### src/sv/bcbs_pkg.sv
// Package for the button click blink selector: field widths, register
// indexes, phase and click codes, reset values and the slot step function.
// No dependencies.
`timescale 1ns / 1ps

package bcbs_pkg;

  localparam int unsigned DEB_W      = 10;
  localparam int unsigned WIN_W      = 12;
  localparam int unsigned IVL_W      = 16;
  localparam int unsigned SLOT_W     = 2;
  localparam int unsigned REPS_W     = 2;
  localparam int unsigned CFG_IDX_W  = 3;
  localparam int unsigned CFG_DATA_W = 16;
  localparam int unsigned CNT_W      = 3;

  localparam int unsigned INTERVAL_COUNT_DEF = 4;
  localparam int unsigned INTERVAL_MAX       = 4;

  // register indexes on the configuration port
  localparam logic [CFG_IDX_W-1:0] REG_DEBOUNCE  = 3'd0;
  localparam logic [CFG_IDX_W-1:0] REG_DCLICK    = 3'd1;
  localparam logic [CFG_IDX_W-1:0] REG_INTERVAL0 = 3'd2;

  localparam logic [DEB_W-1:0] DEBOUNCE_RST = 10'd40;
  localparam logic [WIN_W-1:0] DCLICK_RST   = 12'd350;
  localparam logic [IVL_W-1:0] INTERVAL_RST [INTERVAL_MAX] = '{
    16'd100, 16'd500, 16'd1000, 16'd2000
  };

  typedef enum logic [2:0] {
    PH_IDLE  = 3'd0,
    PH_DEB1  = 3'd1,
    PH_HOLD1 = 3'd2,
    PH_REL1  = 3'd3,
    PH_WIN   = 3'd4,
    PH_DEB2  = 3'd5,
    PH_HOLD2 = 3'd6
  } click_phase_e;

  typedef enum logic [1:0] {
    EVT_NONE   = 2'd0,
    EVT_SINGLE = 2'd1,
    EVT_DOUBLE = 2'd2
  } click_evt_e;

  typedef struct packed {
    logic tick;
    logic level;
  } click_in_t;

  typedef struct packed {
    click_evt_e evt;
  } click_out_t;

  // One slot move: forward for a single click, back for a double, wrapping.
  function automatic logic [SLOT_W-1:0] step_slot(
    input logic [SLOT_W-1:0] slot,
    input logic              back,
    input logic [CNT_W-1:0]  count
  );
    logic [CNT_W-1:0] nxt;
    nxt = {1'b0, slot} + 3'd1;
    if (back) begin
      step_slot = (slot == '0) ? SLOT_W'(count - 3'd1) : slot - 2'd1;
    end else begin
      step_slot = (nxt >= count) ? '0 : nxt[SLOT_W-1:0];
    end
  endfunction

endpackage

### src/sv/bcbs_if.sv
// Handshake channels of the button click blink selector: input items,
// result items and register writes. Uses bcbs_pkg for widths.
`timescale 1ns / 1ps

interface bcbs_in_if;
  import bcbs_pkg::*;
  logic              valid;
  logic              ready;
  logic              action;
  logic              button_level;
  logic              press_kind;
  logic [REPS_W-1:0] repeat_count;
  modport source (output valid, action, button_level, press_kind, repeat_count,
                  input ready);
  modport sink   (input valid, action, button_level, press_kind, repeat_count,
                  output ready);
endinterface

interface bcbs_out_if;
  import bcbs_pkg::*;
  logic              valid;
  logic              ready;
  logic              cursor_visible;
  logic [IVL_W-1:0]  interval_ticks;
  logic [SLOT_W-1:0] interval_slot;
  logic [1:0]        click_event;
  modport source (output valid, cursor_visible, interval_ticks, interval_slot,
                  click_event, input ready);
  modport sink   (input valid, cursor_visible, interval_ticks, interval_slot,
                  click_event, output ready);
endinterface

interface bcbs_cfg_if;
  import bcbs_pkg::*;
  logic                  valid;
  logic                  ready;
  logic [CFG_IDX_W-1:0]  index;
  logic [CFG_DATA_W-1:0] data;
  modport source (output valid, index, data, input ready);
  modport sink   (input valid, index, data, output ready);
endinterface

### src/sv/bcbs_click.sv
// Debounced single/double click detector, advanced once per tick item.
// Depends on bcbs_pkg.
`timescale 1ns / 1ps

module bcbs_click import bcbs_pkg::*; (
  input  logic             clk_i,
  input  logic             rst_ni,
  input  click_in_t        ctl_i,
  input  logic [DEB_W-1:0] debounce_ticks_i,
  input  logic [WIN_W-1:0] dclick_ticks_i,
  output click_out_t       click_o
);

  click_phase_e     phase_q, phase_d;
  logic             lvl_prev_q, lvl_prev_d;
  logic [DEB_W-1:0] cnt_q, cnt_d;
  logic [WIN_W-1:0] win_q, win_d;

  logic             deb_done;
  logic [DEB_W-1:0] cnt_step;
  logic [WIN_W-1:0] win_sat;
  logic             win_over;
  logic             win_over_sat;
  logic             fall;
  click_evt_e       evt;

  assign deb_done     = ({1'b0, cnt_q} + 11'd1) >= {1'b0, debounce_ticks_i};
  assign cnt_step     = deb_done ? '0 : cnt_q + 10'd1;
  assign win_sat      = (win_q == '1) ? win_q : win_q + 12'd1;
  assign win_over     = win_q >= dclick_ticks_i;
  // second debounce judges the window after this tick has been counted
  assign win_over_sat = win_sat >= dclick_ticks_i;
  assign fall         = lvl_prev_q && !ctl_i.level;

  // next phase
  always_comb begin
    phase_d = phase_q;
    case (phase_q)
      PH_IDLE:  if (fall) phase_d = PH_DEB1;
      PH_DEB1:  if (deb_done) phase_d = ctl_i.level ? PH_IDLE : PH_HOLD1;
      PH_HOLD1: if (ctl_i.level) phase_d = PH_REL1;
      PH_REL1:  if (deb_done) phase_d = PH_WIN;
      PH_WIN: begin
        if (win_over) phase_d = PH_IDLE;
        else if (!ctl_i.level) phase_d = PH_DEB2;
      end
      PH_DEB2: begin
        if (deb_done) begin
          if (!ctl_i.level) phase_d = PH_HOLD2;
          else if (win_over_sat) phase_d = PH_IDLE;
          else phase_d = PH_WIN;
        end
      end
      PH_HOLD2: if (ctl_i.level) phase_d = PH_IDLE;
      default:  phase_d = PH_IDLE;
    endcase
  end

  // click decision and counters
  always_comb begin
    evt   = EVT_NONE;
    cnt_d = cnt_q;
    win_d = win_q;
    case (phase_q)
      PH_IDLE:  if (fall) cnt_d = '0;
      PH_DEB1:  cnt_d = cnt_step;
      PH_HOLD1: if (ctl_i.level) cnt_d = '0;
      PH_REL1: begin
        cnt_d = cnt_step;
        if (deb_done) win_d = '0;
      end
      PH_WIN: begin
        win_d = win_sat;
        if (win_over) evt = EVT_SINGLE;
        else if (!ctl_i.level) cnt_d = '0;
      end
      PH_DEB2: begin
        win_d = win_sat;
        cnt_d = cnt_step;
        if (deb_done && ctl_i.level && win_over_sat) evt = EVT_SINGLE;
      end
      PH_HOLD2: if (ctl_i.level) evt = EVT_DOUBLE;
      default: ;
    endcase
    if (evt != EVT_NONE) begin
      cnt_d = '0;
      win_d = '0;
    end
  end

  assign lvl_prev_d  = ctl_i.level;
  assign click_o.evt = ctl_i.tick ? evt : EVT_NONE;

  always_ff @(posedge clk_i or negedge rst_ni) begin
    if (!rst_ni) begin
      phase_q    <= PH_IDLE;
      lvl_prev_q <= 1'b1;
      cnt_q      <= '0;
      win_q      <= '0;
    end else if (ctl_i.tick) begin
      phase_q    <= phase_d;
      lvl_prev_q <= lvl_prev_d;
      cnt_q      <= cnt_d;
      win_q      <= win_d;
    end
  end

endmodule

### src/sv/button_click_blink_selector.sv
// Top level of the button click blink selector: input stage, slot select,
// blink timer, register file and result stage. Depends on bcbs_pkg, bcbs_if
// and bcbs_click.
`timescale 1ns / 1ps

// One item is taken every clock cycle while the input stage is not stalled. An
// accepted item sits in the input register, the click detector, slot select
// and blink timer update from it in a single pass, and its result is held in
// the result register, which loads once the result stage is free, so each
// result passes the input register and then the result register.
// While a result waits to be taken the input stage stalls
// only once it is itself full. Register writes are taken every cycle and
// should be made while no item is in flight.
module button_click_blink_selector import bcbs_pkg::*; #(
  parameter int unsigned IntervalCount = INTERVAL_COUNT_DEF
) (
  input  logic              clk_i,
  input  logic              rst_ni,
  bcbs_cfg_if.sink          cfg_i,
  bcbs_in_if.sink           in_i,
  bcbs_out_if.source        res_o
);

  localparam logic [CNT_W-1:0] Count = CNT_W'(IntervalCount);

  // registers
  logic [DEB_W-1:0] deb_ticks_q;
  logic [WIN_W-1:0] dclick_ticks_q;
  logic [IVL_W-1:0] ivl_q [IntervalCount];

  // input stage
  logic              s1_vld_q;
  logic              s1_action_q;
  logic              s1_level_q;
  logic              s1_kind_q;
  logic [REPS_W-1:0] s1_reps_q;
  logic              advance;

  // block state
  logic [SLOT_W-1:0] slot_q, slot_d;
  logic [IVL_W-1:0]  blink_q, blink_d;
  logic              vis_q, vis_d;

  // result stage
  logic              res_vld_q, res_vld_d;
  logic              res_vis_q;
  logic [IVL_W-1:0]  res_ivl_q;
  logic [SLOT_W-1:0] res_slot_q;
  click_evt_e        res_evt_q;

  click_in_t         click_in;
  click_out_t        click_out;
  logic [IVL_W-1:0]  ivl_cur;
  logic [IVL_W-1:0]  ivl_new;
  logic [IVL_W-1:0]  blink_inc;

  assign cfg_i.ready = 1'b1;

  always_ff @(posedge clk_i or negedge rst_ni) begin
    if (!rst_ni) begin
      deb_ticks_q    <= DEBOUNCE_RST;
      dclick_ticks_q <= DCLICK_RST;
      for (int i = 0; i < IntervalCount; i++) ivl_q[i] <= INTERVAL_RST[i];
    end else if (cfg_i.valid) begin
      if (cfg_i.index == REG_DEBOUNCE) deb_ticks_q <= cfg_i.data[DEB_W-1:0];
      if (cfg_i.index == REG_DCLICK) dclick_ticks_q <= cfg_i.data[WIN_W-1:0];
      for (int i = 0; i < IntervalCount; i++) begin
        if (cfg_i.index == CFG_IDX_W'(REG_INTERVAL0 + CFG_IDX_W'(i))) begin
          ivl_q[i] <= cfg_i.data[IVL_W-1:0];
        end
      end
    end
  end

  // handshake: the input stage moves on whenever the result stage is free
  assign advance    = s1_vld_q && (!res_vld_q || res_o.ready);
  assign in_i.ready = !s1_vld_q || advance;

  always_ff @(posedge clk_i or negedge rst_ni) begin
    if (!rst_ni) begin
      s1_vld_q <= 1'b0;
    end else if (in_i.ready) begin
      s1_vld_q <= in_i.valid;
    end
  end

  always_ff @(posedge clk_i) begin
    if (in_i.valid && in_i.ready) begin
      s1_action_q <= in_i.action;
      s1_level_q  <= in_i.button_level;
      s1_kind_q   <= in_i.press_kind;
      s1_reps_q   <= in_i.repeat_count;
    end
  end

  assign click_in.tick  = advance && !s1_action_q;
  assign click_in.level = s1_level_q;

  bcbs_click u_click (
    .clk_i           (clk_i),
    .rst_ni          (rst_ni),
    .ctl_i           (click_in),
    .debounce_ticks_i(deb_ticks_q),
    .dclick_ticks_i  (dclick_ticks_q),
    .click_o         (click_out)
  );

  always_comb begin
    ivl_cur = ivl_q[0];
    ivl_new = ivl_q[0];
    for (int i = 0; i < IntervalCount; i++) begin
      if (slot_q == SLOT_W'(i)) ivl_cur = ivl_q[i];
      if (slot_d == SLOT_W'(i)) ivl_new = ivl_q[i];
    end
  end

  assign blink_inc = blink_q + 16'd1;

  always_comb begin
    slot_d  = slot_q;
    blink_d = blink_q;
    vis_d   = vis_q;
    if (s1_action_q) begin
      // injected press, applied repeat_count times at once
      for (int k = 0; k < 3; k++) begin
        if (REPS_W'(k) < s1_reps_q) slot_d = step_slot(slot_d, s1_kind_q, Count);
      end
      if (s1_reps_q != '0) blink_d = '0;
    end else if (click_out.evt != EVT_NONE) begin
      slot_d  = step_slot(slot_q, click_out.evt == EVT_DOUBLE, Count);
      blink_d = '0;
    end else if (blink_inc >= ivl_cur) begin
      vis_d   = !vis_q;
      blink_d = '0;
    end else begin
      blink_d = blink_inc;
    end
  end

  always_ff @(posedge clk_i or negedge rst_ni) begin
    if (!rst_ni) begin
      slot_q  <= '0;
      blink_q <= '0;
      vis_q   <= 1'b0;
    end else if (advance) begin
      slot_q  <= slot_d;
      blink_q <= blink_d;
      vis_q   <= vis_d;
    end
  end

  always_comb begin
    res_vld_d = res_vld_q;
    if (advance) res_vld_d = 1'b1;
    else if (res_o.ready) res_vld_d = 1'b0;
  end

  always_ff @(posedge clk_i or negedge rst_ni) begin
    if (!rst_ni) begin
      res_vld_q <= 1'b0;
    end else begin
      res_vld_q <= res_vld_d;
    end
  end

  always_ff @(posedge clk_i) begin
    if (advance) begin
      res_vis_q  <= vis_d;
      res_ivl_q  <= ivl_new;
      res_slot_q <= slot_d;
      res_evt_q  <= click_out.evt;
    end
  end

  assign res_o.valid          = res_vld_q;
  assign res_o.cursor_visible = res_vis_q;
  assign res_o.interval_ticks = res_ivl_q;
  assign res_o.interval_slot  = res_slot_q;
  assign res_o.click_event    = res_evt_q;

endmodule

### src/flat_wrapper.sv
// flat-port wrapper written by rule: the top's interface ports become plain ports
module button_click_blink_selector_flat import bcbs_pkg::*;
#(
  parameter int unsigned IntervalCount = INTERVAL_COUNT_DEF
)
  (clk_i, rst_ni, cfg_i_valid, cfg_i_index, cfg_i_data, cfg_i_ready, in_i_valid, in_i_action, in_i_button_level, in_i_press_kind, in_i_repeat_count, in_i_ready, res_o_valid, res_o_cursor_visible, res_o_interval_ticks, res_o_interval_slot, res_o_click_event, res_o_ready);
  bcbs_cfg_if cfg_i_i ();
  bcbs_in_if in_i_i ();
  bcbs_out_if res_o_i ();
  input  logic clk_i;
  input  logic rst_ni;
  input wire logic [$bits(cfg_i_i.valid)-1:0] cfg_i_valid;
  input wire logic [$bits(cfg_i_i.index)-1:0] cfg_i_index;
  input wire logic [$bits(cfg_i_i.data)-1:0] cfg_i_data;
  output wire logic [$bits(cfg_i_i.ready)-1:0] cfg_i_ready;
  input wire logic [$bits(in_i_i.valid)-1:0] in_i_valid;
  input wire logic [$bits(in_i_i.action)-1:0] in_i_action;
  input wire logic [$bits(in_i_i.button_level)-1:0] in_i_button_level;
  input wire logic [$bits(in_i_i.press_kind)-1:0] in_i_press_kind;
  input wire logic [$bits(in_i_i.repeat_count)-1:0] in_i_repeat_count;
  output wire logic [$bits(in_i_i.ready)-1:0] in_i_ready;
  output wire logic [$bits(res_o_i.valid)-1:0] res_o_valid;
  output wire logic [$bits(res_o_i.cursor_visible)-1:0] res_o_cursor_visible;
  output wire logic [$bits(res_o_i.interval_ticks)-1:0] res_o_interval_ticks;
  output wire logic [$bits(res_o_i.interval_slot)-1:0] res_o_interval_slot;
  output wire logic [$bits(res_o_i.click_event)-1:0] res_o_click_event;
  input wire logic [$bits(res_o_i.ready)-1:0] res_o_ready;
  assign cfg_i_i.valid = cfg_i_valid;
  assign cfg_i_i.index = cfg_i_index;
  assign cfg_i_i.data = cfg_i_data;
  assign cfg_i_ready = cfg_i_i.ready;
  assign in_i_i.valid = in_i_valid;
  assign in_i_i.action = in_i_action;
  assign in_i_i.button_level = in_i_button_level;
  assign in_i_i.press_kind = in_i_press_kind;
  assign in_i_i.repeat_count = in_i_repeat_count;
  assign in_i_ready = in_i_i.ready;
  assign res_o_valid = res_o_i.valid;
  assign res_o_cursor_visible = res_o_i.cursor_visible;
  assign res_o_interval_ticks = res_o_i.interval_ticks;
  assign res_o_interval_slot = res_o_i.interval_slot;
  assign res_o_click_event = res_o_i.click_event;
  assign res_o_i.ready = res_o_ready;
  button_click_blink_selector #(.IntervalCount(IntervalCount)) u_core (.clk_i(clk_i), .rst_ni(rst_ni), .cfg_i(cfg_i_i), .in_i(in_i_i), .res_o(res_o_i));
endmodule
### config.mk
export PLATFORM = sky130hd
export DESIGN_NAME = button_click_blink_selector_flat
export DESIGN_NICKNAME = d
export VERILOG_FILES = /design/src/sv/bcbs_pkg.sv /design/src/sv/bcbs_if.sv /design/src/sv/bcbs_click.sv /design/src/sv/button_click_blink_selector.sv /design/src/flat_wrapper.sv
export SDC_FILE = /design/constraint.sdc
export NUM_CORES = 1
export LEC_CHECK = 0
export BUFFER_PORTS_ARGS = -buffer_cell sky130_fd_sc_hd__buf_2
export CAP_MARGIN = 0
export CELL_PAD_IN_SITES_DETAIL_PLACEMENT = 0
export CELL_PAD_IN_SITES_GLOBAL_PLACEMENT = 1
export CORE_ASPECT_RATIO = 0.5
export CORE_MARGIN = 2
export CORE_UTILIZATION = 45
export CTS_BUF_LIST = sky130_fd_sc_hd__clkbuf_4
export CTS_CLUSTER_SIZE = 16
export DETAILED_ROUTE_END_ITERATION = 8
export GPL_TIMING_DRIVEN = 0
export PLACE_DENSITY = 0.87
export REMOVE_ABC_BUFFERS = 1
export SYNTH_ARGS = -nofsm -noshare
export SYNTH_HDL_FRONTEND = slang
export SYNTH_SLANG_ARGS = --single-unit
### constraint.sdc
create_clock -name clk_i -period 4.4 [get_ports clk_i]
set_input_delay 0.22 -clock clk_i [delete_from_list [all_inputs] [get_ports clk_i]]
set_output_delay 0.22 -clock clk_i [all_outputs]
set_load 0.02 [all_outputs]
======== Word level (Yosys, flattened, before mapping) ========
Cells that the tools add are included.
storage, ports and cells
  memory bits (writable) .................. 0
  word-level logic and storage cells ...... 171
  bits in latches ......................... 0
  bits in read-only memories .............. 0
  flip-flop bits (word level) ............. 159
  output and inout port bits .............. 24
  memories ................................ 0
  input port bits ......................... 29
cells by class
  reductions and logical operators ........ 36
  muxes and demuxes ....................... 60
  order comparisons ....................... 10
  bitwise logic cells ..................... 0
  divide/modulo/power cells ............... 0
  multipliers ............................. 0
  add/subtract/negate cells ............... 10
  eq/ne operators ......................... 32
  shifts and indexed selects .............. 0
operator list
  kind                   count
  $mux 16                10
  $mux 10                6
  $mux 2                 20
  $pmux 10 s4            1
  $mux 12                3
  $mux 3                 10
  $ge 12x12->1           2
  $pmux 12 s2            1
  $pmux 3 s7             1
  $add 16x1->16 const B  1
  $ge 16x16->1           1
  $eq 3x3->1 const B     5
  $ne 3x3->1 const B     5
  $reduce_and 2->1       7
  $add 12x1->12 const B  1
  $eq 12x12->1 const B   1
  $eq 3x2->1 const B     4
  $add 10x1->11 const B  1
  $ge 11x10->1           1
  $add 10x1->10 const B  1
  $eq 2x2->1 const B     5
  $ne 2x2->1 const B     5
  $add 2x1->3 const B    3
  $ge 3x3->1 const B     3
  22 further kinds       50

======== Depth between registers and ports, before layout ========
Gate-level depths: netlist of run 1.
  depth after elaboration ................. 22
  gate-level depth with buffers ........... 21
  depth with buffers taken out ............ 18

======== By module ========
From an unflattened synthesis of run 1, not the netlist that was laid out.
second synthesis, totals
  cell total of the unflattened synthesis .. 786
  area, all modules ....................... 9012.4 um^2
by module, submodules not included
  module                       times used  cells each  area an instance (um^2)  seq. area each (um^2)
  button_click_blink_selector  1           503         6601.3                   3494.6
  bcbs_click                   1           283         2411.1                   651.9

======== Least setup slack after synthesis of run 1 ========
Ideal clock, no wire load.
  kind .................................... register -> register
  start ................................... register u_core.u_click.win_q[0]
  end ..................................... register u_core.res_ivl_q[10] (netlist: u_core.res_o.interval_ticks[10]), data pin
  arrival ................................. 3.646 ns
  cell stages (with the launch flop) ...... 20
  setup slack ............................. 0.494 ns
  buffers on the path ..................... 3
  clock period less this slack ............ 3.906 ns
  data required time ...................... 4.139 ns
  cells stage by stage .................... dfrtp_1 -> ha_1 -> nand2_1 -> nor2_1 -> nand4_1 -> nor2_1 -> nand2_1 -> clkbuf_1 -> xnor2_1 -> ha_1 -> nand2b_1 -> a2111oi_0 -> o41ai_1 -> a211o_1 -> nand4b_2 -> nor2_1 -> a311o_1 -> buf_6 -> buf_12 -> mux2i_1
on the way
  longest elaborated chain between the ends .. 15
  elaborated cells between the ends (all ways) .. 21
ends and longest elaborated chain
  what                                                  line                                source
  start, declared                                       bcbs_click.sv:17                    logic [WIN_W-1:0] win_q, win_d;
  start signal, assigned                                bcbs_click.sv:104                   win_q <= win_d;
  $add 12x1->12 / $eq 12x12->1 (equally long branches)  bcbs_click.sv:29                    assign win_sat = (win_q == '1) ? win_q : win_q + 12'd1;
  $mux 12                                               bcbs_click.sv:29
  $ge 12x12->1                                          bcbs_click.sv:32                    assign win_over_sat = win_sat >= dclick_ticks_i;
  $logic_and 1x1->1                                     bcbs_click.sv:80                    if (deb_done && ctl_i.level && win_over_sat) evt = EVT_SINGLE;
  $mux 1                                                bcbs_click.sv:80
  $pmux 2 s3 *                                          bcbs_click.sv:64                    case (phase_q)
  $mux 2 *                                              bcbs_click.sv:92                    assign click_o.evt = ctl_i.tick ? evt : EVT_NONE;
  $eq 2x2->1                                            button_click_blink_selector.sv:130  slot_d = step_slot(slot_q, click_out.evt == EVT_DOUBLE, Count);
  $mux 2                                                bcbs_pkg.sv:64                      if (back) begin
  $mux 2 *                                              button_click_blink_selector.sv:129  end else if (click_out.evt != EVT_NONE) begin
  $mux 2 *                                              button_click_blink_selector.sv:123  if (s1_action_q) begin
  $eq 2x1->1                                            button_click_blink_selector.sv:113  if (slot_d == SLOT_W'(i)) ivl_new = ivl_q[i];
  $mux 16 (2 in a row)                                  button_click_blink_selector.sv:113
  $mux 16 *                                             button_click_blink_selector.sv:113
  net u_core.ivl_new[10]                                button_click_blink_selector.sv:54   logic [IVL_W-1:0] ivl_new;
  end signal, assigned                                  button_click_blink_selector.sv:169  res_ivl_q <= ivl_new;
  end, declared                                         button_click_blink_selector.sv:47   logic [IVL_W-1:0] res_ivl_q;
Mark *: on every way through the listed nets, which the timed path passes. The rest lies on a longest branch.
A chain may end at the register's enable or synchronous reset.

======== Final worst setup path of run 1 ========
Same ends and word-level chain as after synthesis.

==> metrics.csv, run 1 <==
stage,metric,value,unit
worst_hold_path,hold_class,primary input to asynchronous set/reset pin,
sta,clock.fmax,232.6,MHz
synth,syn-instance-count,887,
route,drc,0,
pwr,vdd_ir_drop_max,0.2729,mV
floorplan,fp.dieH,105.5,µm
sta,finalHoldViolations,0,
placement,dp_hpwl,14090,µm
clocking,h-tree-depth,4,
synth,synth_flop_cell,dfrtp_1,
clocking,clock_latency,0.57,ns
global_routing,gr-usage-met1,26.10,%
worst_setup_path,crit_fanout,6,
placement,pre_cts_slack,-0.9677,ns
layout,area_growth,17.34,%
synth,synth.largest_area_cell,dfrtp_1,
sta,finalCriticalPeriod,4.300,ns
floorplan,start_util,45.55,%
worst_setup_path,max_stage_delay,0.43,ns
pwr,power_density,485.2,nW/µm²
worst_setup_path,cp_slowest_cell,dfrtp_2,
synth,synth-edff-count,26,
sta,finalSetupViolCount,0,
sta,whs,0.08575,ns
synth,syn-cell-area,9279,µm²
synth,yosysMostFrequentCell,dfrtp_1,
sta,worstMarginPinSlew,1.171,ns
clocking,clk_pin_slew_worst_paths,0.13,ns
worst_setup_path,crit_buf_inv,2,
clocking,cts_made_buffers,17,
synth,synth.top_cell.area_share,27.78,%
outcome,run_status,"finished, final reports clean",
global_routing,grt_pass1_vias,6776,
floorplan,die_area,21850,µm²
synth,synth.avg_cell_area,10.46,µm²
clocking,cts_tree,done,
global_routing,use_met2,31.74,%
global_routing,top_usage_layer,met2,
synth,netlist_top_cells_count,"103 x dfrtp_1, 96 x nand2_1, 67 x mux2_2",
floorplan,ios,53,
route,drt_iter0_drc,430,
route,wire_per_inst,16.92,µm
worst_setup_path,path_class,register to register,
layout,final_cell_count_no_fill,1267,
sta,drv_slew,0,
route,dr.pass1.iters,5,
worst_setup_path,start_kind,register,
clocking,cts_root_buffer,clkbuf_4,
sta,fin_ws,0.1004,ns
synth,async_flop_share,83.65,%
worst_setup_path,cp_data_arrival_time,4.61,ns
sta,fin_worst_skew,0.02746,ns
global_routing,grt_usage,19.46,%
placement,dp_cells,1181,
placement,io_buffers,51,
flow_run,max_cap_violations,0,
synth,synth_warnings,0,
worst_setup_path,cp-end-kind,register,
layout,final_nets,1068,
clocking,cts.sinks,159,
global_routing,grt_pass1_wl,34130,µm
worst_setup_path,worstPathRequired,4.71,ns
synth,synth_cell_types,60,
floorplan,num_rows,37,
route,via_count,6982,
pwr,leakagePower,5.021,nW
global_routing,grt_max_degree,101,
sta,maxSlewHeadroom,21.84,%
sta,timing.final.crit_share,97.72,%
global_routing,grt_use_met3,3.933,%
layout,fillers,1732,
clocking,clock_path_buffers,2,
route,viasPerCell,5.511,
global_routing,grt_antenna_before_repair,2,
floorplan,core,20370,µm²
sta,rsz0062_at_grt,yes,
route,ant_nets,0,
synth,ys_seq_area_share,44.69,%
worst_setup_path,cpLargestDelayFamily,compound AO/OA/AOI/OAI gates,
global_routing,grt-ovfl-total,0,
placement,gp_congestion,0.8282,
route,routed_wl,21440,µm
floorplan,fp.dieW,207.1,µm
layout,drive_gt1_share,26.44,%
synth,synthTopCellsByArea,"dfrtp_1 28%, dfstp_2 8.5%, edfxtp_1 8.4%",
worst_setup_path,worstPathCellList,ha_2 -> nand2_1 -> nor2_4 -> nand4_1 -> nor2_4 -> nand2_4 -> nand2_1 -> xor2_1 -> inv_1 -> ha_1 -> o21a_1 -> nor2_1 -> o41ai_4 -> a211o_1 -> a31o_1 -> o2111ai_4 -> clkbuf_16 -> mux2i_1 -> mux2i_1,
synth,synth-seq-cells,159,
-- layout by cell type (no fill, tap or decap), drive strengths merged, types with 20 or more instances in the layout --
cell,Yosys,routed
dfrtp,103,103
nand2,96,97
buf,11,80
mux2,67,67
mux2i,66,66
ha,61,61
nor2,59,59
a21oi,57,57
o21ai,51,51
inv,44,46
dfstp,30,30
edfxtp,26,26
dlygate4sd3,0,25
nand2b,21,21
xnor2,20,20
-- layer usage --
metal | routed length, µm | up-vias | part of all wire (%)
met5 | 0 | - | 0
met3 | 866 | 39 | 4.0
met4 | 455 | 0 | 2.1
met1 | 9932 | 3460 | 46
met2 | 10180 | 139 | 48
li1 | - | 3344 | -
-- where the power goes --
part / internal (mW) / switching [mW] / leakage (nW) / total [mW]
registers: 1.86 / 0.226 / 1.87 / 2.08
clock network: 0.563 / 0.540 / 0.187 / 1.10
logic: 0.952 / 1.15 / 2.97 / 2.10
total: 3.37 / 1.91 / 5.02 / 5.28
-- per-stage QoR --
stage / TNS (ns) / util, % / power (mW) / instance area, µm²
after CTS: 0 / 51.58 / 5.114 / 10510
after floorplan: -6.841 / - / 3.428 / 9081
after global routing: -1.245 / 53.44 / 5.613 / 10890
after detailed placement: -22.21 / 48.13 / 3.947 / 9804
final: 0 / 53.45 / 5.283 / 10890
after global placement: -35.76 / 47.51 / 3.872 / 9678
-- cell families after synthesis --
family,share of synthesized area (%)
DFF,44.69
buffers and inverters,3.910
and+or+nand+nor,12.90
xor gates and xnor gates,2.926
adders and majority gates,8.225
muxes,15.25
AOI/OAI and AO/OA,12.06
other,0.04041
-- area by class of cell --
type                       instances  area (µm²)  share of cell area, %
multi-input combinational        649        5000                  45.92
sequential                       159        4155                  38.16
timing repair buffer             107       852.1                  7.826
tap                              273       341.6                  3.137
clock inverter                    15       239.0                  2.195
inverter                          44       165.2                  1.517
clock buffer                      17       127.6                  1.172
antenna                            3       7.507                0.06895
-- final timing paths --
| path | from | cells past startpoint | slack (ns) | endpoint |
|---|---|---|---|---|
| worst max-delay path | u_core.u_click.win_q[0] | 19 | 0.10 | u_core.res_o.interval_ticks[10] |
| worst min-delay path | rst_ni | 2 | 0.09 | u_core.deb_ticks_q[1] |
| worst max register to register | u_core.u_click.win_q[0] | 19 | 0.10 | u_core.res_o.interval_ticks[10] |
| worst min register to register | u_core.u_click.lvl_prev_q | 2 | 0.49 | u_core.u_click.lvl_prev_q |
| max in group asynchronous | rst_ni | 3 | 3.48 | u_core.slot_q[0] |
| min in group clk_i | cfg_i_index[1] | 4 | 0.09 | u_core.deb_ticks_q[5] |
-- registers in the layout, summed over array words and instances, names as in the netlist, 3 cells and up --
name / cells
u_core.blink_q: 16
u_core.dclick_ticks_q: 12
u_core.deb_ticks_q: 10
u_core.ivl_q: 64
u_core.res_o.interval_ticks: 16
u_core.u_click.cnt_q: 10
u_core.u_click.phase_q: 3
u_core.u_click.win_q: 12
-- what timing repair did --
item                                    CTS  global route
hold endpoints to repair                169             0
cloned                                    0             4
gates resized for setup                  10            38
pin swaps                                 2            10
setup buffers                             5            17
endpoints found under the setup margin   45            45
hold buffers                             25             0
(Power assumes the default switching activity.)
==> run 2: changes to the inputs <==
==> constraint.sdc (replaced) <==
create_clock -name clk_i -period 4.4 [get_ports clk_i]
set_input_delay 0.88 -clock clk_i [delete_from_list [all_inputs] [get_ports clk_i]]
set_output_delay 0.88 -clock clk_i [all_outputs]
set_load 0.02 [all_outputs]
==> run 2 against run 1 <==
  * Critical path depth unchanged
  * Global-route usage shrank 0.52 points
  * Largest cell class unchanged
  * Power is 0.70% lower
  * Sequential power about the same
==> metrics.csv, run 2 (same netlist as run 1, synthesis figures left out) <==
stage,metric,value,unit,change
worst_hold_path,hold_class,primary input to asynchronous set/reset pin,,
global_routing,grt_usage,18.94,%,-0.52 points
floorplan,die_area,21850,µm²,unchanged
sta,finalSetupViolCount,0,,unchanged
floorplan,num_rows,37,,unchanged
layout,regMostFlops,u_core.ivl_q,,
route,dr.pass1.iters,5,,unchanged
sta,fin_ws,0.1095,ns,+0.009131 ns
floorplan,core,20370,µm²,unchanged
worst_setup_path,start_kind,register,,
global_routing,grt_use_met3,3.546,%,-0.39 points
layout,layout.area.seq,4155,µm²,unchanged
placement,io_buffers,51,,unchanged
layout,design_area,10620,µm²,-2.4%
layout,fin_util,52.14,%,-1.3 points
pwr,finalPower,5.246,mW,-0.70%
placement,gp_congestion,0.8282,,unchanged
layout,multi_input_area,4984,µm²,-0.33%
worst_setup_path,cp-end-kind,register,,
sta,fin_tns_setup,0,ns,unchanged
global_routing,grt_antenna_before_repair,2,,unchanged
worst_setup_path,cp_data_arrival_time,4.62,ns,about the same
route,routed_wl,20830,µm,-2.8%
sta,drv_slew,0,,unchanged
route,wire_per_inst,16.77,µm,-0.88%
clocking,cts_tree,done,,
pwr,leakagePower,4.922,nW,-2.0%
sta,timing.final.crit_share,97.51,%,-0.21 points
layout,drive_gt1_share,26.99,%,+0.55 points
route,viasPerCell,5.463,,-0.87%
worst_setup_path,startpoint,u_core.u_click.win_q[0],,
sta,maxSlewHeadroom,23.00,%,+1.2 points
clocking,cts.sinks,159,,unchanged
layout,area_growth,14.47,%,
floorplan,ios,53,,unchanged
layout,final_cell_mix,"96 x dfrtp_1, 94 x nand2_1, 67 x mux2_2",,
global_routing,top_usage_layer,met2,,
sta,worstMarginPinSlew,1.154,ns,-0.01740 ns
layout,final_nets,1044,,-2.2%
global_routing,grt_pass1_wl,33240,µm,-2.6%
route,ant_nets,0,,unchanged
sta,finalHoldViolations,0,,unchanged
sta,clock.fmax,233.1,MHz,+0.21%
global_routing,grt_max_degree,101,,unchanged
layout,fillers,1767,,+2.0%
placement,pre_cts_slack,-0.9677,ns,unchanged
pwr,power_density,493.9,nW/µm²,+1.8%
route,drt_iter0_drc,378,,-12%
route,via_count,6785,,-2.8%
clocking,ctsHoldBuffers,0,,-100%
worst_setup_path,worstPathRequired,4.73,ns,+0.02 ns
flow_run,max_cap_violations,0,,unchanged
outcome,run_status,"finished, final reports clean",,
clocking,clock_latency,0.58,ns,about the same
global_routing,grt-ovfl-total,0,,unchanged
worst_setup_path,path_class,register to register,,
sta,finalCriticalPeriod,4.290,ns,-0.009131 ns
layout,final_common_cell,dfrtp_1,,
pwr,vdd_ir_drop_max,0.2325,mV,-15%
global_routing,use_met2,30.50,%,-1.2 points
sta,fin_worst_skew,0.02806,ns,+0.0006015 ns
worst_setup_path,crit_fanout,12,,+6
clocking,h-tree-depth,4,,unchanged
placement,dpl_cell_area,9804,µm²,unchanged
clocking,cts_root_buffer,clkbuf_4,,
floorplan,fp.dieH,105.5,µm,unchanged
sta,whs,0.1784,ns,+0.09261 ns
placement,dp_cells,1181,,unchanged
global_routing,gr-usage-met1,25.96,%,-0.14 points
clocking,clock_path_buffers,2,,unchanged
route,drc,0,,unchanged
placement,dp_hpwl,14090,µm,unchanged
floorplan,fp.dieW,207.1,µm,unchanged
layout,final_cell_count_no_fill,1242,,-2.0%
worst_setup_path,rr_startpoint,u_core.u_click.win_q[0],,
clocking,clk_pin_slew_worst_paths,0.14,ns,about the same
layout,largest_reg_flops,64,,unchanged
floorplan,start_util,45.55,%,unchanged
global_routing,grt_pass1_vias,6609,,-2.5%
clocking,cts_made_buffers,17,,unchanged
-- run 2: cell count changes in the layout (fill, tap and decap cells not counted) --
cell	previous run	this run
buf_12	3	2
mux2i_4	1	0
mux2i_2	2	1
buf_4	21	22
diode_2	3	2
mux2i_1	63	65
buf_8	0	1
dlygate4sd3_1	25	0
-- run 2: worst max-delay path: stages, from the launching register on --
cell and delay [ns]:
dfrtp_2 0.43, ha_2 0.21, nand2_1 0.08, nor2_4 0.15
nand4_1 0.22, nor2_4 0.21, nand2_4 0.10, nand2_1 0.12
xor2_1 0.21, inv_1 0.07, ha_1 0.27, o21a_1 0.17
nor2_1 0.25, o41ai_4 0.11, a211o_1 0.38, a31o_1 0.24
o2111ai_4 0.23, buf_8 0.24, mux2i_1 0.23, mux2i_1 0.13
-- run 2: metal layers --
metal / wire, µm / part of all wire, % / vias to the layer above
met3: 677 / 3.2 / 28
met2: 9814 / 47 / 101
met1: 9945 / 48 / 3364
li1: - / - / 3292
met5: 0 / 0 / -
met4: 393 / 1.9 / 0
-- run 2: cell type report --
cell class,instances,share of cell area (%)
multi-input combinational,649,46.92
antenna,2,0.04712
clock inverter,15,2.250
timing repair buffer,83,5.690
clock buffer,17,1.202
inverter,44,1.555
tap,273,3.216
sequential,159,39.12
-- run 2: worst paths after layout --
path | endpoint | slack [ns] | cells past startpoint
worst max-delay path | u_core.res_o.interval_ticks[9] | 0.11 | 19
worst min-delay path | u_core.deb_ticks_q[1] | 0.18 | 1
worst max register to register | u_core.res_o.interval_ticks[9] | 0.11 | 19
worst min register to register | u_core.u_click.lvl_prev_q | 0.49 | 2
max in group asynchronous | u_core.ivl_q[23] | 3.38 | 2
min in group clk_i | u_core.s1_kind_q | 0.48 | 1
-- run 2: timing repair --
| item | CTS | global route |
|---|---|---|
| cloned | 0 | 4 |
| gates resized for setup | 10 | 34 |
| buffers inserted | 5 | 18 |
| endpoints found under the hold margin | 0 | 0 |
| endpoints found under the setup margin | 45 | 45 |
| pin swaps | 2 | 11 |
-- run 2: report_power, final --
part	internal (mW)	total (mW)	switching [mW]
logic	0.931	2.07	1.14
clock network	0.563	1.11	0.542
registers	1.85	2.07	0.218
==> run 3: changes to the inputs <==
--- a/config.mk
+++ b/config.mk
@@ -16,6 +16,7 @@
 export CTS_CLUSTER_SIZE = 16
 export DETAILED_ROUTE_END_ITERATION = 8
 export GPL_TIMING_DRIVEN = 0
+export MAX_ROUTING_LAYER = met4
 export PLACE_DENSITY = 0.87
 export REMOVE_ABC_BUFFERS = 1
 export SYNTH_ARGS = -nofsm -noshare
==> run 3 against run 2 <==
  * Power fell by 0.29%
  * Cell count fell by 0.16%
  * Via count fell by 0.15%
  * Combinational power barely moved
  * Clock skew fell by 0.0019 ns
  * Global-route usage rose by 0.60 points
  * Final area fell by 0.14%
  * Flip-flop and latch count did not move
  * Sequential power barely moved
==> metrics.csv, run 3 (same netlist as run 1, synthesis figures left out) <==
stage,metric,value,unit,change
outcome,run_status,"finished, final reports clean",,
flow_run,max_cap_violations,0,,unchanged
layout,design_area,10610,µm²,-0.14%
global_routing,grt_pass1_vias,6610,,+0.015%
placement,dp_hpwl,14090,µm,unchanged
global_routing,grt_antenna_before_repair,2,,unchanged
route,via_count,6775,,-0.15%
floorplan,fp.dieW,207.1,µm,unchanged
placement,gp_congestion,0.8408,,+1.5%
global_routing,grt-ovfl-total,0,,unchanged
worst_setup_path,cp-end-kind,register,,
sta,finalCriticalPeriod,4.296,ns,+0.005070 ns
global_routing,use_met2,30.33,%,-0.17 points
layout,layout.area.seq,4155,µm²,unchanged
floorplan,core,20370,µm²,unchanged
pwr,vdd_ir_drop_max,0.2511,mV,+8.0%
worst_hold_path,hold_class,primary input to asynchronous set/reset pin,,
sta,finalSetupViolCount,0,,unchanged
clocking,clock_path_buffers,2,,unchanged
clocking,ctsHoldBuffers,0,,unchanged
layout,regMostFlops,u_core.ivl_q,,
worst_setup_path,crit_fanout,6,,-6
floorplan,die_area,21850,µm²,unchanged
route,dr.pass1.iters,5,,unchanged
layout,final_cell_mix,"96 x dfrtp_1, 94 x nand2_1, 67 x mux2_2",,
pwr,leakagePower,4.912,nW,-0.20%
sta,finalHoldViolations,0,,unchanged
clocking,cts_root_buffer,clkbuf_4,,
sta,fin_tns_setup,0,ns,unchanged
clocking,cts_made_buffers,17,,unchanged
sta,maxSlewHeadroom,22.82,%,-0.18 points
worst_setup_path,r2r_end,u_core.res_o.interval_ticks[10],,
layout,fillers,1771,,+0.23%
route,wire_per_inst,16.75,µm,-0.16%
sta,drv_slew,0,,unchanged
layout,final_common_cell,dfrtp_1,,
floorplan,start_util,45.55,%,unchanged
worst_setup_path,path_class,register to register,,
clocking,cts_tree,done,,
route,routed_wl,20760,µm,-0.32%
worst_setup_path,cp_data_arrival_time,4.60,ns,-0.02 ns
worst_setup_path,reg2reg_slack,0.10,ns,about the same
worst_setup_path,start_kind,register,,
sta,clock.fmax,232.8,MHz,-0.12%
pwr,power_density,493.1,nW/µm²,-0.15%
layout,final_cell_count_no_fill,1240,,-0.16%
layout,multi_input_area,4984,µm²,unchanged
placement,io_buffers,51,,unchanged
route,drc,0,,unchanged
clocking,clock_latency,0.57,ns,about the same
global_routing,top_usage_layer,met2,,
layout,largest_reg_flops,64,,unchanged
floorplan,fp.dieH,105.5,µm,unchanged
clocking,h-tree-depth,4,,unchanged
sta,fin_worst_skew,0.02618,ns,-0.001882 ns
worst_setup_path,rr_startpoint,u_core.u_click.win_q[0],,
global_routing,grt_pass1_wl,33290,µm,+0.14%
global_routing,grt_use_met3,3.635,%,+0.089 points
clocking,clk_pin_slew_worst_paths,0.13,ns,about the same
placement,dp_cells,1181,,unchanged
sta,timing.final.crit_share,97.63,%,+0.12 points
global_routing,grt_usage,19.54,%,+0.60 points
layout,drive_gt1_share,26.84,%,-0.15 points
sta,worstMarginPinSlew,1.152,ns,-0.002141 ns
route,ant_nets,0,,unchanged
sta,whs,0.1852,ns,+0.006855 ns
layout,area_growth,14.31,%,
worst_setup_path,reg2reg_depth,19,,unchanged
floorplan,num_rows,37,,unchanged
global_routing,gr-usage-met1,26.15,%,+0.19 points
route,viasPerCell,5.464,,about the same
placement,dpl_cell_area,9804,µm²,unchanged
worst_setup_path,worstPathRequired,4.71,ns,-0.02 ns
route,drt_iter0_drc,432,,+14%
clocking,cts.sinks,159,,unchanged
layout,final_nets,1042,,-0.19%
floorplan,ios,53,,unchanged
global_routing,grt_max_degree,101,,unchanged
[run 3: changes by cell type in the layout (fill, tap and decap cells not counted), sizes merged]
cell and change:
buf -2
[run 3: how the worst max path moves through the flow]
stage | slack, ns | depth (start not counted) | from | end
global placement | -1.75 | 18 | u_core.u_click.win_q[0] | u_core.res_o.interval_ticks[10]
floorplan | -0.41 | 18 | u_core.u_click.win_q[0] | u_core.res_o.interval_ticks[0]
detailed placement | -0.97 | 16 | u_core.u_click.win_q[0] | u_core.res_o.interval_ticks[11]
finish | 0.10 | 19 | u_core.u_click.win_q[0] | u_core.res_o.interval_ticks[10]
CTS | 0.01 | 19 | u_core.u_click.win_q[1] | u_core.res_o.interval_ticks[8]
global route | -0.10 | 19 | u_core.u_click.win_q[0] | u_core.res_o.interval_ticks[7]
[run 3: layout make-up]
type	instances	share of cell area [%]
Timing Repair Buffer	81	5.556
Clock buffer	17	1.203
Sequential cell	159	39.18
Clock inverter	15	2.253
Antenna cell	2	0.04719
Tap cell	273	3.220
Multi-Input combinational cell	649	46.99
Inverter	44	1.557
[run 3: per-layer routing]
layer / wire length (µm) / vias up / share of wire, %
met5: 0 / - / 0
met4: 498 / 0 / 2.4
met3: 555 / 34 / 2.7
met2: 9568 / 95 / 46
met1: 10140 / 3361 / 49
li1: - / 3285 / -
[run 3: timing repair]
item	4_1_cts	5_1_grt
gates cloned	0	4
setup buffers	5	16
pin swaps	2	10
setup endpoints to repair	45	45
gates resized for setup	10	34
[run 3: where the power goes]
group | internal, mW | total, mW | leakage [nW] | switching, mW
logic | 0.922 | 2.05 | 2.86 | 1.13
clock network | 0.563 | 1.10 | 0.187 | 0.538
registers | 1.85 | 2.07 | 1.87 | 0.220
total | 3.34 | 5.23 | 4.91 | 1.89
[run 3: through the flow]
| stage | worst slack, ns | total power [mW] | utilization [%] |
|---|---|---|---|
| 2_1_floorplan | -0.4125 | 3.428 | - |
| 4_1_cts | 0.01156 | 5.096 | 50.36 |
| 6_report | 0.1045 | 5.230 | 52.07 |
| 3_5_place_dp | -0.9677 | 3.947 | 48.13 |
| 3_3_place_gp | -1.754 | 3.872 | 47.51 |
| 5_1_grt | -0.1033 | 5.570 | 52.07 |
[run 3: worst max-delay path, cell delays in order (launching register included)]
cell	delay, ns
dfrtp_2	0.43
ha_2	0.21
nand2_1	0.08
nor2_4	0.15
nand4_1	0.22
nor2_4	0.21
nand2_4	0.10
nand2_1	0.12
xor2_1	0.22
inv_1	0.07
ha_1	0.27
o21a_1	0.17
nor2_1	0.25
o41ai_4	0.11
a211o_1	0.38
a31o_1	0.24
o2111ai_4	0.23
clkbuf_16	0.26
mux2i_1	0.19
mux2i_1	0.13
